### src/sv/assert_macros.svh
// ---------------------------------------------------------------------------
// assert_macros.svh
// concurrent assertion helpers for the rtl, empty in synthesis
// ---------------------------------------------------------------------------
`ifndef ASSERT_MACROS_SVH
`define ASSERT_MACROS_SVH

`ifndef SYNTHESIS

// property must hold at every rising clock edge outside reset
`define UPI_ASSERT(label, clk, rst, prop) \
  label: assert property (@(posedge clk) disable iff (rst) (prop)) \
    else $error("upi assertion failed");

// condition must never be seen outside reset
`define UPI_ASSERT_NEVER(label, clk, rst, cond) \
  label: assert property (@(posedge clk) disable iff (rst) !(cond)) \
    else $error("upi forbidden condition seen");

`else

`define UPI_ASSERT(label, clk, rst, prop)
`define UPI_ASSERT_NEVER(label, clk, rst, cond)

`endif

`endif

### src/sv/upi_pkg.sv
// ---------------------------------------------------------------------------
// upi_pkg
// types, constants and tables of the parking indicator
// ---------------------------------------------------------------------------
package upi_pkg;

  localparam int TIME_BITS_DEF = 48;

  // event codes
  typedef enum logic [1:0] {
    OP_ECHO_RISE = 2'd0,
    OP_ECHO_FALL = 2'd1,
    OP_UPDATE    = 2'd2,
    OP_BLINK     = 2'd3
  } opcode_t;

  // configuration register indexes
  typedef enum logic [1:0] {
    REG_SYSTEM_ENABLE = 2'd0,
    REG_BLINK_ENABLE  = 2'd1,
    REG_FRESH_TIMEOUT = 2'd2,
    REG_OCC_THRESHOLD = 2'd3
  } reg_idx_t;

  localparam int APB_ADDR_BITS = 4;
  localparam int APB_DATA_BITS = 32;

  localparam int DIST_BITS    = 9;
  localparam int TIMEOUT_BITS = 24;
  localparam int PERIOD_BITS  = 6;
  localparam int COUNT_BITS   = 5;

  typedef logic [DIST_BITS-1:0]           dist_t;
  typedef logic signed [PERIOD_BITS-1:0]  period_t;

  typedef struct packed {
    logic                    system_enable;
    logic                    blink_enable;
    logic [TIMEOUT_BITS-1:0] fresh_timeout_us;
    dist_t                   occupied_threshold_cm;
  } cfg_t;

  localparam logic                    SYSTEM_ENABLE_RST = 1'b1;
  localparam logic                    BLINK_ENABLE_RST  = 1'b1;
  localparam logic [TIMEOUT_BITS-1:0] FRESH_TIMEOUT_RST = 24'd200000;
  localparam dist_t                   OCC_THRESHOLD_RST = 9'd200;

  // echo width to centimetres
  localparam int CM_DIVISOR  = 58;
  localparam int DIST_LIMIT  = 450;
  localparam int WIDTH_LIMIT = DIST_LIMIT * CM_DIVISOR;
  localparam int WIDTH_BITS  = $clog2(WIDTH_LIMIT);
  localparam int RECIP_SHIFT = 21;
  localparam int RECIP       = ((1 << RECIP_SHIFT) + CM_DIVISOR - 1) / CM_DIVISOR;
  localparam int RECIP_BITS  = $clog2(RECIP + 1);

  localparam dist_t FAR_DISTANCE = 9'd400;

  localparam period_t PERIOD_OFF   = -6'sd1;
  localparam period_t PERIOD_SOLID = 6'sd0;
  localparam int      MAX_PERIOD   = 20;

  localparam int TABLE_LEN = 7;
  localparam dist_t DIST_TAB [TABLE_LEN] = '{
    9'd10, 9'd30, 9'd60, 9'd100, 9'd150, 9'd200, 9'd250
  };
  localparam period_t PERIOD_TAB [TABLE_LEN] = '{
    6'sd0, 6'sd2, 6'sd5, 6'sd8, 6'sd14, 6'sd20, -6'sd1
  };

endpackage

### src/sv/upi_evt_if.sv
// ---------------------------------------------------------------------------
// upi_evt_if
// event channel: opcode and timestamp with valid/ready
// ---------------------------------------------------------------------------
interface upi_evt_if
  import upi_pkg::*;
#(
  parameter int TIME_BITS = TIME_BITS_DEF
) ();

  logic                 valid;
  logic                 ready;
  logic [1:0]           opcode;
  logic [TIME_BITS-1:0] time_us;

  modport source (output valid, output opcode, output time_us, input ready);
  modport sink   (input valid, input opcode, input time_us, output ready);

endinterface

### src/sv/upi_res_if.sv
// ---------------------------------------------------------------------------
// upi_res_if
// result channel: led levels, distance, occupancy and blink period
// ---------------------------------------------------------------------------
interface upi_res_if
  import upi_pkg::*;
();

  logic    valid;
  logic    ready;
  logic    status_led;
  logic    blink_led;
  dist_t   range_cm;
  logic    occupied;
  period_t blink_period;

  modport source (
    output valid, output status_led, output blink_led, output range_cm,
    output occupied, output blink_period, input ready
  );
  modport sink (
    input valid, input status_led, input blink_led, input range_cm,
    input occupied, input blink_period, output ready
  );

endinterface

### src/sv/upi_apb_regs.sv
// ---------------------------------------------------------------------------
// upi_apb_regs
// apb configuration registers with read-back
// ---------------------------------------------------------------------------
module upi_apb_regs
  import upi_pkg::*;
(
  input  logic                     clk,
  input  logic                     rst,
  input  logic                     psel,
  input  logic                     penable,
  input  logic                     pwrite,
  input  logic [APB_ADDR_BITS-1:0] paddr,
  input  logic [APB_DATA_BITS-1:0] pwdata,
  output logic [APB_DATA_BITS-1:0] prdata,
  output logic                     pready,
  output cfg_t                     cfg
);

  reg_idx_t idx;
  logic     wr_en;

  assign idx    = reg_idx_t'(paddr[3:2]);
  assign pready = 1'b1;
  assign wr_en  = psel && penable && pwrite;

  always_ff @(posedge clk) begin
    if (rst) begin
      cfg.system_enable         <= SYSTEM_ENABLE_RST;
      cfg.blink_enable          <= BLINK_ENABLE_RST;
      cfg.fresh_timeout_us      <= FRESH_TIMEOUT_RST;
      cfg.occupied_threshold_cm <= OCC_THRESHOLD_RST;
    end else if (wr_en) begin
      unique case (idx)
        REG_SYSTEM_ENABLE: cfg.system_enable         <= pwdata[0];
        REG_BLINK_ENABLE:  cfg.blink_enable          <= pwdata[0];
        REG_FRESH_TIMEOUT: cfg.fresh_timeout_us      <= pwdata[TIMEOUT_BITS-1:0];
        REG_OCC_THRESHOLD: cfg.occupied_threshold_cm <= pwdata[DIST_BITS-1:0];
        default: ;
      endcase
    end
  end

  always_comb begin
    prdata = '0;
    unique case (idx)
      REG_SYSTEM_ENABLE: prdata[0]                = cfg.system_enable;
      REG_BLINK_ENABLE:  prdata[0]                = cfg.blink_enable;
      REG_FRESH_TIMEOUT: prdata[TIMEOUT_BITS-1:0] = cfg.fresh_timeout_us;
      REG_OCC_THRESHOLD: prdata[DIST_BITS-1:0]    = cfg.occupied_threshold_cm;
      default: ;
    endcase
  end

endmodule

### src/sv/upi_echo_conv.sv
// ---------------------------------------------------------------------------
// upi_echo_conv
// echo pulse width to centimetres with range check
// ---------------------------------------------------------------------------
module upi_echo_conv
  import upi_pkg::*;
#(
  parameter int TIME_BITS = TIME_BITS_DEF
) (
  input  logic [TIME_BITS-1:0] now,
  input  logic [TIME_BITS-1:0] start,
  output dist_t                cm,
  output logic                 dist_ok
);

  logic [TIME_BITS-1:0]             width;
  logic [WIDTH_BITS+RECIP_BITS-1:0] prod;

  // wraps modulo the timebase
  assign width = now - start;

  // only widths that give 1..449 cm matter, they fit in WIDTH_BITS
  assign dist_ok = (width >= TIME_BITS'(CM_DIVISOR)) && (width < TIME_BITS'(WIDTH_LIMIT));

  // divide by reciprocal, exact over the accepted width range
  assign prod = (WIDTH_BITS+RECIP_BITS)'(width[WIDTH_BITS-1:0])
              * (WIDTH_BITS+RECIP_BITS)'(RECIP);
  assign cm = prod[RECIP_SHIFT +: DIST_BITS];

endmodule

### src/sv/upi_near_period.sv
// ---------------------------------------------------------------------------
// upi_near_period
// blink period of the nearest table distance, ties to the earlier entry
// ---------------------------------------------------------------------------
module upi_near_period
  import upi_pkg::*;
(
  input  dist_t   cm,
  output period_t period
);

  // at or below the midpoint of two neighbours the lower one is taken
  always_comb begin
    period = PERIOD_TAB[TABLE_LEN-1];
    for (int i = TABLE_LEN - 2; i >= 0; i--) begin
      if ({1'b0, cm} <= (({1'b0, DIST_TAB[i]} + {1'b0, DIST_TAB[i+1]}) >> 1)) begin
        period = PERIOD_TAB[i];
      end
    end
  end

endmodule

### src/sv/ultrasonic_parking_indicator.sv
// ---------------------------------------------------------------------------
// ultrasonic_parking_indicator
// an accepted event passes the input register, then the state register, which is the result
// throughput: one event per cycle while results are taken, a stalled result
//   holds one event in the input register and then stalls the input
// reset: synchronous, clears state to 400 cm, free, period off, leds dark,
//   configuration to enabled, 200000 us timeout, 200 cm threshold
// ---------------------------------------------------------------------------
`include "assert_macros.svh"

module ultrasonic_parking_indicator
  import upi_pkg::*;
#(
  parameter int TIME_BITS = TIME_BITS_DEF
) (
  input  logic                     clk,
  input  logic                     rst,
  input  logic                     psel,
  input  logic                     penable,
  input  logic                     pwrite,
  input  logic [APB_ADDR_BITS-1:0] paddr,
  input  logic [APB_DATA_BITS-1:0] pwdata,
  output logic [APB_DATA_BITS-1:0] prdata,
  output logic                     pready,
  upi_evt_if.sink                  evt,
  upi_res_if.source                res
);

  cfg_t cfg;

  // input register
  logic                 in_valid;
  opcode_t              in_op;
  logic [TIME_BITS-1:0] in_time;

  // block state, also the result payload
  logic [TIME_BITS-1:0] echo_start_time;
  logic [TIME_BITS-1:0] last_valid_time;
  dist_t                sensor_distance;
  dist_t                shown_distance;
  logic                 occupied_flag;
  period_t              period_reg;
  logic [COUNT_BITS-1:0] blink_count;
  logic                 blink_level;
  logic                 status_level;
  logic                 res_valid;

  logic                  step;
  logic                  evt_take;
  dist_t                 echo_dist;
  logic                  echo_ok;
  period_t               near_period;
  logic [TIME_BITS-1:0]  age;
  logic                  stale;
  logic [COUNT_BITS-1:0] count_inc;
  logic                  count_wrap;

  upi_apb_regs u_regs (
    .clk     (clk),
    .rst     (rst),
    .psel    (psel),
    .penable (penable),
    .pwrite  (pwrite),
    .paddr   (paddr),
    .pwdata  (pwdata),
    .prdata  (prdata),
    .pready  (pready),
    .cfg     (cfg)
  );

  upi_echo_conv #(.TIME_BITS(TIME_BITS)) u_conv (
    .now     (in_time),
    .start   (echo_start_time),
    .cm      (echo_dist),
    .dist_ok (echo_ok)
  );

  upi_near_period u_near (
    .cm     (sensor_distance),
    .period (near_period)
  );

  // handshake: the state register doubles as the result register
  assign step     = in_valid && (!res_valid || res.ready);
  assign evt.ready = !in_valid || step;
  assign evt_take = evt.valid && evt.ready;

  assign age   = in_time - last_valid_time;
  assign stale = age >= TIME_BITS'(cfg.fresh_timeout_us);

  assign count_inc  = blink_count + 1'b1;
  assign count_wrap = {1'b0, count_inc} >= PERIOD_BITS'(period_reg);

  always_ff @(posedge clk) begin
    if (rst) begin
      in_valid <= 1'b0;
    end else if (evt_take) begin
      in_valid <= 1'b1;
    end else if (step) begin
      in_valid <= 1'b0;
    end
  end

  always_ff @(posedge clk) begin
    if (evt_take) begin
      in_op   <= opcode_t'(evt.opcode);
      in_time <= evt.time_us;
    end
  end

  always_ff @(posedge clk) begin
    if (rst) begin
      res_valid <= 1'b0;
    end else if (step) begin
      res_valid <= 1'b1;
    end else if (res.ready) begin
      res_valid <= 1'b0;
    end
  end

  always_ff @(posedge clk) begin
    if (rst) begin
      echo_start_time <= '0;
      last_valid_time <= '0;
      sensor_distance <= FAR_DISTANCE;
      shown_distance  <= FAR_DISTANCE;
      occupied_flag   <= 1'b0;
      period_reg      <= PERIOD_OFF;
      blink_count     <= '0;
      blink_level     <= 1'b0;
      status_level    <= 1'b0;
    end else if (step) begin
      unique case (in_op)
        OP_ECHO_RISE: begin
          echo_start_time <= in_time;
        end
        OP_ECHO_FALL: begin
          if (echo_ok) begin
            sensor_distance <= echo_dist;
            last_valid_time <= in_time;
          end
        end
        OP_UPDATE: begin
          if (!cfg.system_enable) begin
            occupied_flag <= 1'b0;
            period_reg    <= PERIOD_OFF;
            status_level  <= 1'b0;
          end else if (stale) begin
            shown_distance <= FAR_DISTANCE;
            occupied_flag  <= 1'b0;
            period_reg     <= PERIOD_OFF;
            status_level   <= 1'b1;
          end else begin
            shown_distance <= sensor_distance;
            occupied_flag  <= sensor_distance < cfg.occupied_threshold_cm;
            period_reg     <= near_period;
            status_level   <= !(sensor_distance < cfg.occupied_threshold_cm);
          end
        end
        OP_BLINK: begin
          priority if (!cfg.system_enable || !cfg.blink_enable || period_reg == PERIOD_OFF) begin
            blink_level <= 1'b0;
            blink_count <= '0;
          end else if (period_reg == PERIOD_SOLID) begin
            // held on, counter frozen
            blink_level <= 1'b1;
          end else if (count_wrap) begin
            blink_level <= !blink_level;
            blink_count <= '0;
          end else begin
            blink_count <= count_inc;
          end
        end
        default: ;
      endcase
    end
  end

  assign res.valid        = res_valid;
  assign res.status_led   = status_level;
  assign res.blink_led    = blink_level;
  assign res.range_cm     = shown_distance;
  assign res.occupied     = occupied_flag;
  assign res.blink_period = period_reg;

  `UPI_ASSERT(a_step_gives_result, clk, rst, step |=> res_valid)
  `UPI_ASSERT(a_period_from_table, clk, rst,
    period_reg == PERIOD_TAB[0] || period_reg == PERIOD_TAB[1] ||
    period_reg == PERIOD_TAB[2] || period_reg == PERIOD_TAB[3] ||
    period_reg == PERIOD_TAB[4] || period_reg == PERIOD_TAB[5] ||
    period_reg == PERIOD_TAB[6])
  `UPI_ASSERT_NEVER(a_occupied_lit, clk, rst, occupied_flag && status_level)
  `UPI_ASSERT(a_count_bounded, clk, rst, blink_count < COUNT_BITS'(MAX_PERIOD))
  `UPI_ASSERT(a_state_held_on_stall, clk, rst,
    (res_valid && !res.ready) |=> $stable(shown_distance) && $stable(period_reg))

endmodule

### src/flat_wrapper.sv
// flat-port wrapper written by rule: the top's interface ports become plain ports
module ultrasonic_parking_indicator_flat import upi_pkg::*;
#(
  parameter int TIME_BITS = TIME_BITS_DEF
)
  (clk, rst, psel, penable, pwrite, paddr, pwdata, prdata, pready, evt_valid, evt_opcode, evt_time_us, evt_ready, res_valid, res_status_led, res_blink_led, res_range_cm, res_occupied, res_blink_period, res_ready);
  upi_evt_if #(.TIME_BITS(TIME_BITS)) evt_i ();
  upi_res_if res_i ();
  input  logic clk;
  input  logic rst;
  input  logic psel;
  input  logic penable;
  input  logic pwrite;
  input  logic [APB_ADDR_BITS-1:0] paddr;
  input  logic [APB_DATA_BITS-1:0] pwdata;
  output logic [APB_DATA_BITS-1:0] prdata;
  output logic pready;
  input wire logic [$bits(evt_i.valid)-1:0] evt_valid;
  input wire logic [$bits(evt_i.opcode)-1:0] evt_opcode;
  input wire logic [$bits(evt_i.time_us)-1:0] evt_time_us;
  output wire logic [$bits(evt_i.ready)-1:0] evt_ready;
  output wire logic [$bits(res_i.valid)-1:0] res_valid;
  output wire logic [$bits(res_i.status_led)-1:0] res_status_led;
  output wire logic [$bits(res_i.blink_led)-1:0] res_blink_led;
  output wire logic [$bits(res_i.range_cm)-1:0] res_range_cm;
  output wire logic [$bits(res_i.occupied)-1:0] res_occupied;
  output wire logic [$bits(res_i.blink_period)-1:0] res_blink_period;
  input wire logic [$bits(res_i.ready)-1:0] res_ready;
  assign evt_i.valid = evt_valid;
  assign evt_i.opcode = evt_opcode;
  assign evt_i.time_us = evt_time_us;
  assign evt_ready = evt_i.ready;
  assign res_valid = res_i.valid;
  assign res_status_led = res_i.status_led;
  assign res_blink_led = res_i.blink_led;
  assign res_range_cm = res_i.range_cm;
  assign res_occupied = res_i.occupied;
  assign res_blink_period = res_i.blink_period;
  assign res_i.ready = res_ready;
  ultrasonic_parking_indicator #(.TIME_BITS(TIME_BITS)) u_core (.clk(clk), .rst(rst), .psel(psel), .penable(penable), .pwrite(pwrite), .paddr(paddr), .pwdata(pwdata), .prdata(prdata), .pready(pready), .evt(evt_i), .res(res_i));
endmodule
### config.mk
export PLATFORM = sky130hd
export DESIGN_NAME = ultrasonic_parking_indicator_flat
export DESIGN_NICKNAME = d
export VERILOG_FILES = /design/src/sv/upi_pkg.sv /design/src/sv/upi_evt_if.sv /design/src/sv/upi_res_if.sv /design/src/sv/upi_apb_regs.sv /design/src/sv/upi_echo_conv.sv /design/src/sv/upi_near_period.sv /design/src/sv/ultrasonic_parking_indicator.sv /design/src/flat_wrapper.sv
export VERILOG_INCLUDE_DIRS = /design/src /design/src/sv
export SDC_FILE = /design/constraint.sdc
export NUM_CORES = 1
export LEC_CHECK = 0
export BUFFER_PORTS_ARGS = -buffer_cell sky130_fd_sc_hd__buf_2
export CORE_MARGIN = 3
export CORE_UTILIZATION = 50
export DETAILED_ROUTE_END_ITERATION = 16
export MAX_ROUTING_LAYER = met4
export PLACE_DENSITY = 0.82
export SLEW_MARGIN = 20
export SYNTH_ARGS = -nofsm -noshare
export SYNTH_HDL_FRONTEND = slang
export SYNTH_HIERARCHICAL = 1
export SYNTH_SLANG_ARGS = --single-unit
### constraint.sdc
create_clock -name clk -period 7.5 [get_ports clk]
set_input_delay 0.75 -clock clk [delete_from_list [all_inputs] [get_ports clk]]
set_output_delay 0.75 -clock clk [all_outputs]
set_load 0.03 [all_outputs]
After elaboration in Yosys (flattened, before gate mapping)
Index checks and enable logic that the tools add are counted.
{ "word_totals": {"reg_bits": 215, "latchBits": 0, "ram_bits": 0, "rom_bits": 0, "input_bits": 93, "out_inout_bits": 53, "memories": 0} }
{ "classes": {"addsub": 3, "mul": 1, "div": 0, "n_lt_le_gt_ge": 11, "eq_ne": 8, "shift": 0, "muxes": 26, "n_bitwise": 0, "reduce_logical": 31} }
{ "ops": {"columns": ["cell", "n"], "rows": [
  ["$sub A48 B48 Y48", 2],
  ["$ge A48 B24 Y1", 1],
  ["$ge A48 B6 Y1 const B", 1],
  ["$lt A48 B15 Y1 const B", 1],
  ["$mux W6", 8],
  ["$mul A15 B15 Y29 const B", 1],
  ["$le A9 B7 Y1 const B", 2],
  ["$le A9 B8 Y1 const B", 2],
  ["$pmux W8 S2", 1],
  ["$mux W15", 1],
  ["$mux W5", 3],
  ["$reduce_and A2 Y1", 6],
  ["$reduce_and A3 Y1", 4],
  ["$mux W1", 11],
  ["$le A9 B5 Y1 const B", 1],
  ["$le A9 B6 Y1 const B", 1],
  ["$lt A9 B9 Y1", 1],
  ["$mux W9", 1],
  ["$eq A2 B2 Y1 const B", 4],
  ["$eq A6 B1 Y1 const B", 1],
  ["$ge A5 B6 Y1", 1],
  ["$logic_not A1 Y1", 6],
  ["$logic_not A6 Y1", 1],
  ["$add A5 B1 Y5 const B", 1],
  ["8 further kinds", 18]
]} }

Longest topological paths before layout
{ "depth": {"ltp_word": 9, "ltp_mapped": 36, "depth_no_buf": 36} }

By module
The synthesis kept the hierarchy.
{ "by_module_without_submodules": {"columns": ["mod", "n_inst", "cells_each", "area_per_inst_um2", "seq_area_each_um2"], "rows": [
  ["ultrasonic_parking_indicator", 1, 1345, 10859.2, 4103.9],
  ["upi_echo_conv", 1, 915, 7278.2, 0.0],
  ["upi_apb_regs", 1, 198, 1841.8, 700.7],
  ["upi_near_period", 1, 36, 234.0, 0.0]
]} }

Worst setup path after synthesis
Ideal clock, no wire load.
{ "synth_path": {"kind": "register to register", "start": "register u_core.in_time[4]", "end": "register u_core.sensor_distance[8]", "setup_ps": 62, "t_arrival_ps": 7303, "path_slack_ps": 134, "path_stages_with_launch": 32, "n_path_buf": 0, "cell_sequence": "edfxtp_1 -> ha_1 -> o211ai_1 -> a21o_1 -> a21oi_1 -> o31ai_1 -> nor2b_1 -> xnor2_1 -> ha_1 -> inv_1 -> fa_1 -> inv_1 -> fa_1 -> fa_1 -> fa_1 -> inv_1 -> fa_1 -> inv_1 -> ha_1 -> a21o_1 -> a21o_1 -> a211o_1 -> a21o_1 -> a21oi_1 -> a311oi_1 -> o21a_1 -> o21a_1 -> o21ai_0 -> a21oi_1 -> a31oi_1 -> nand2_1 -> nand3b_1"} }
{ "synth_between": {"elab_cells_between_ends": 6} }
{ "synth_lines": {"columns": ["element", "line", "source"], "rows": [
  ["from (decl)", "ultrasonic_parking_indicator.sv:34", "logic [TIME_BITS-1:0] in_time;"],
  ["from (signal assigned)", "ultrasonic_parking_indicator.sv:107", "in_time <= evt.time_us;"],
  ["$sub A48 B48 Y48", "upi_echo_conv.sv:20", "assign width = now - start;"],
  ["$mul A15 B15 Y29", "upi_echo_conv.sv:27", "* (WIDTH_BITS+RECIP_BITS)'(RECIP);"],
  ["named net u_core.echo_dist[8]", "ultrasonic_parking_indicator.sv:50", "dist_t echo_dist;"],
  ["to (signal assigned)", "ultrasonic_parking_indicator.sv:139", "sensor_distance <= echo_dist;"],
  ["to (decl)", "ultrasonic_parking_indicator.sv:39", "dist_t sensor_distance;"]
]} }
The timed path passes the listed nets, and every way through them passes these cells.
A chain may end at the register's enable or synchronous reset.

Final worst setup path
{ "layout_path": {"start": "register u_core.in_time[3]", "end": "register u_core.sensor_distance[8]"} }
Same word-level chain as after synthesis.

==> flow_summary.json <==
{
  "worst_setup_path_start_kind": "register",
  "cts_hold_buffers": 0,
  "seq_power_share": 0.141,
  "track_usage": 0.262,
  "syn-cell-area_um2": 20200,
  "fin_total_pwr_mw": 8.84,
  "crit_path_max_incr_delay_ns": 0.54,
  "endpoint_kind": "register",
  "port_buffers": 126,
  "die_area_um2": 42900,
  "cts_num_sinks": 215,
  "status": "complete, no violations",
  "fin_worst_skew_ns": 0.0135,
  "vias_per_cell": 5.79,
  "swShare": 0.441,
  "area_delta_synth_final_pct": 13.0,
  "fin_crit_sh": 0.980,
  "ff2ff_setup_slack_ns": 0.15,
  "setup-violations-final": 0,
  "cp.arrival_ns": 7.77,
  "start_util": 0.508,
  "synthTopCellsByArea": "dfxtp_1 16%, ha_1 16%, edfxtp_1 7.4%",
  "drv_slew": 0,
  "drt_iter0_drc": 1426,
  "cts_tree": "done",
  "setup_tns_ns": 0,
  "drc": 0,
  "syn-instance-count": 2494,
  "cp.depth": 32,
  "postRouteAntennaNets": 0,
  "crit_type": "register to register",
  "route.vias.total": 18500,
  "clkLatencyLatePin_ns": 0.53,
  "crit_required_ns": 7.92,
  "timing.final.crit_period_ns": 7.35,
  "rsz0062_at_grt": "true",
  "yosysUniqueCellTypes": 113,
  "clk_pin_slew_ns": 0.06,
  "ys.flop_type": "dfxtp_1",
  "core_um2": 39800,
  "synthArstFlopShare": 0,
  "hold-worst-slack_ns": 0.395,
  "reg2reg_depth": 32,
  "ys_seq_area_frac": 0.238,
  "power_leakage_nw": 9.68,
  "p_clk_frac": 0.143,
  "wl_mm": 56.7,
  "nets": 3064,
  "placed_area_um2": 21600,
  "hpwl_mm": 44.5,
  "critical_path_buf_inv_count": 7,
  "tightest_slew_ns": 1.11,
  "gr-total-overflow": 0,
  "hold_violations": 0,
  "fp-row-count": 73,
  "ys_top_cells_by_count": "354 x nand2_1, 311 x inv_1, 271 x a21oi_1",
  "combPwrFrac": 0.716,
  "worstPathMaxFanout": 3,
  "drive_gt1_frac": 0.143,
  "ctsRootBufferMaster": "clkbuf_16",
  "switching_power_mw": 3.90,
  "ctsHtreeMaxLevel": 1,
  "holdPathStages": 1,
  "grt_max_degree": 109,
  "grt_pass1_wl_mm": 92.6,
  "clk_path_buf_depth": 3,
  "synth_top_area_share": 0.163,
  "power.density_nw_per_um2": 387,
  "ioPinCount": 146,
  "place.gp.congestion": 0.997,
  "synth.ff_latch_count": 215,
  "syn_avg_cell_area_um2": 8.10,
  "ir_drop_v": 0.000554,
  "synth.largest_area_cell": "dfxtp_1",
  "synth_edf_count": 50,
  "max_freq_ghz": 0.136,
  "avgRoutedWirePerCell_um": 17.8,
  "setup_ws_ns": 0.153,
  "final_util": 0.573,
  "relSlewSlack": 0.259,
  "cts_buffers": 24,
  "yosys_warnings": 6,
  "dieWidth_um": 207,
  "min_path_type": "input port to register",
  "synth.most_common_cell": "nand2_1",
  "p_int_mw": 4.94,
  "dp_cells": 3135,
  "drv_cap": 0,
  "place_ws_ns": -0.328,
  "stdcell_count": 3189,
  "die_h_um": 207,
  "final_area_um2": 22800,
  "grt_pass1_vias": 18600,
  "antenna_found_initial": 1,
  "dr.pass1.iters": 6,
  "path_delay_family": "adder cells",
  "crit_slowest_cell": "fa_1"
}
placed cells by master (no fill, tap or decap), drive strengths merged, types with 40 or more instances in the layout:
cell / n
nand3: 40
o21ai: 97
nand2: 354
mux2i: 40
edfxtp: 50
a21o: 44
fa: 74
inv: 317
buf: 228
xnor2: 41
a21oi: 281
nor2: 122
ha: 251
nand2b: 40
dfxtp: 165
state kept, by name, summed over array words and instances (netlist names), 2 cells and up:
signal                   cells
u_core/echo_start_time      48
u_core/in_time              48
u_core/blink_count           5
u_core/last_valid_time      48
u_core/res.blink_period      6
u_core/u_regs/cfg           35
u_core/in_op                 2
u_core/res.range_cm          9
u_core/sensor_distance       9
path summary, 6_finish.rpt:
path / start / endpoint
min: evt_time_us[25] / u_core/in_time[25]
max reg2reg: u_core/in_time[3] / u_core/sensor_distance[8]
min reg2reg: u_core/echo_start_time[5] / u_core/echo_start_time[5]
max: u_core/in_time[3] / u_core/sensor_distance[8]
kinds of logic (layout without fill, tap and decap cells):
| kind of cell | count (synthesis) | after routing | synth area share |
|---|---|---|---|
| adder cells (fa/ha/maj) | 326 | 326 | 0.229 |
| XOR/XNOR | 74 | 74 | 0.0339 |
| flip-flops | 215 | 215 | 0.238 |
| buffers and inverters | 422 | 584 | 0.0868 |
| AO/OA/AOI/OAI | 646 | 646 | 0.210 |
| AND/OR/NAND/NOR | 766 | 766 | 0.180 |
| multiplexers | 43 | 43 | 0.0220 |
| other | 2 | 10 | 0.000372 |
area by class of cell:
type / count / area [um2]
clock buffers: 32 / 693
flip-flops and latches: 215 / 4800
well taps: 525 / 657
multi-input cells: 1864 / 13900
repair buffers: 228 / 1410
fillers: 3509 / 17000
clock inverters: 11 / 151
diodes: 1 / 2.50
inverters: 313 / 1170
metal layers:
layer  global-route usage  vias up  routed length, um
met5                    -        -                  0
met4               0.0744        0               1710
met3               0.0324      137               2980
met2                0.451      555              27600
met1                0.326     8852              24400
li1                     -     8919                  -
power groups by stage:
stage	Sequential (mW)	Combinational, mW	Clock, mW
floorplan	1.26	3.73	0
global placement	1.27	5.31	0
detailed placement	1.27	5.60	0
CTS	1.24	5.76	1.29
global route	1.25	7.07	1.33
finish	1.24	6.33	1.27
timing repair:
action,CTS,global route
gates cloned,0,0
buffers inserted,4,7
gates resized for setup,15,44
setup endpoints to repair,7,7
pin swaps,8,40
No activity file was read; power rests on OpenSTA's default activity.
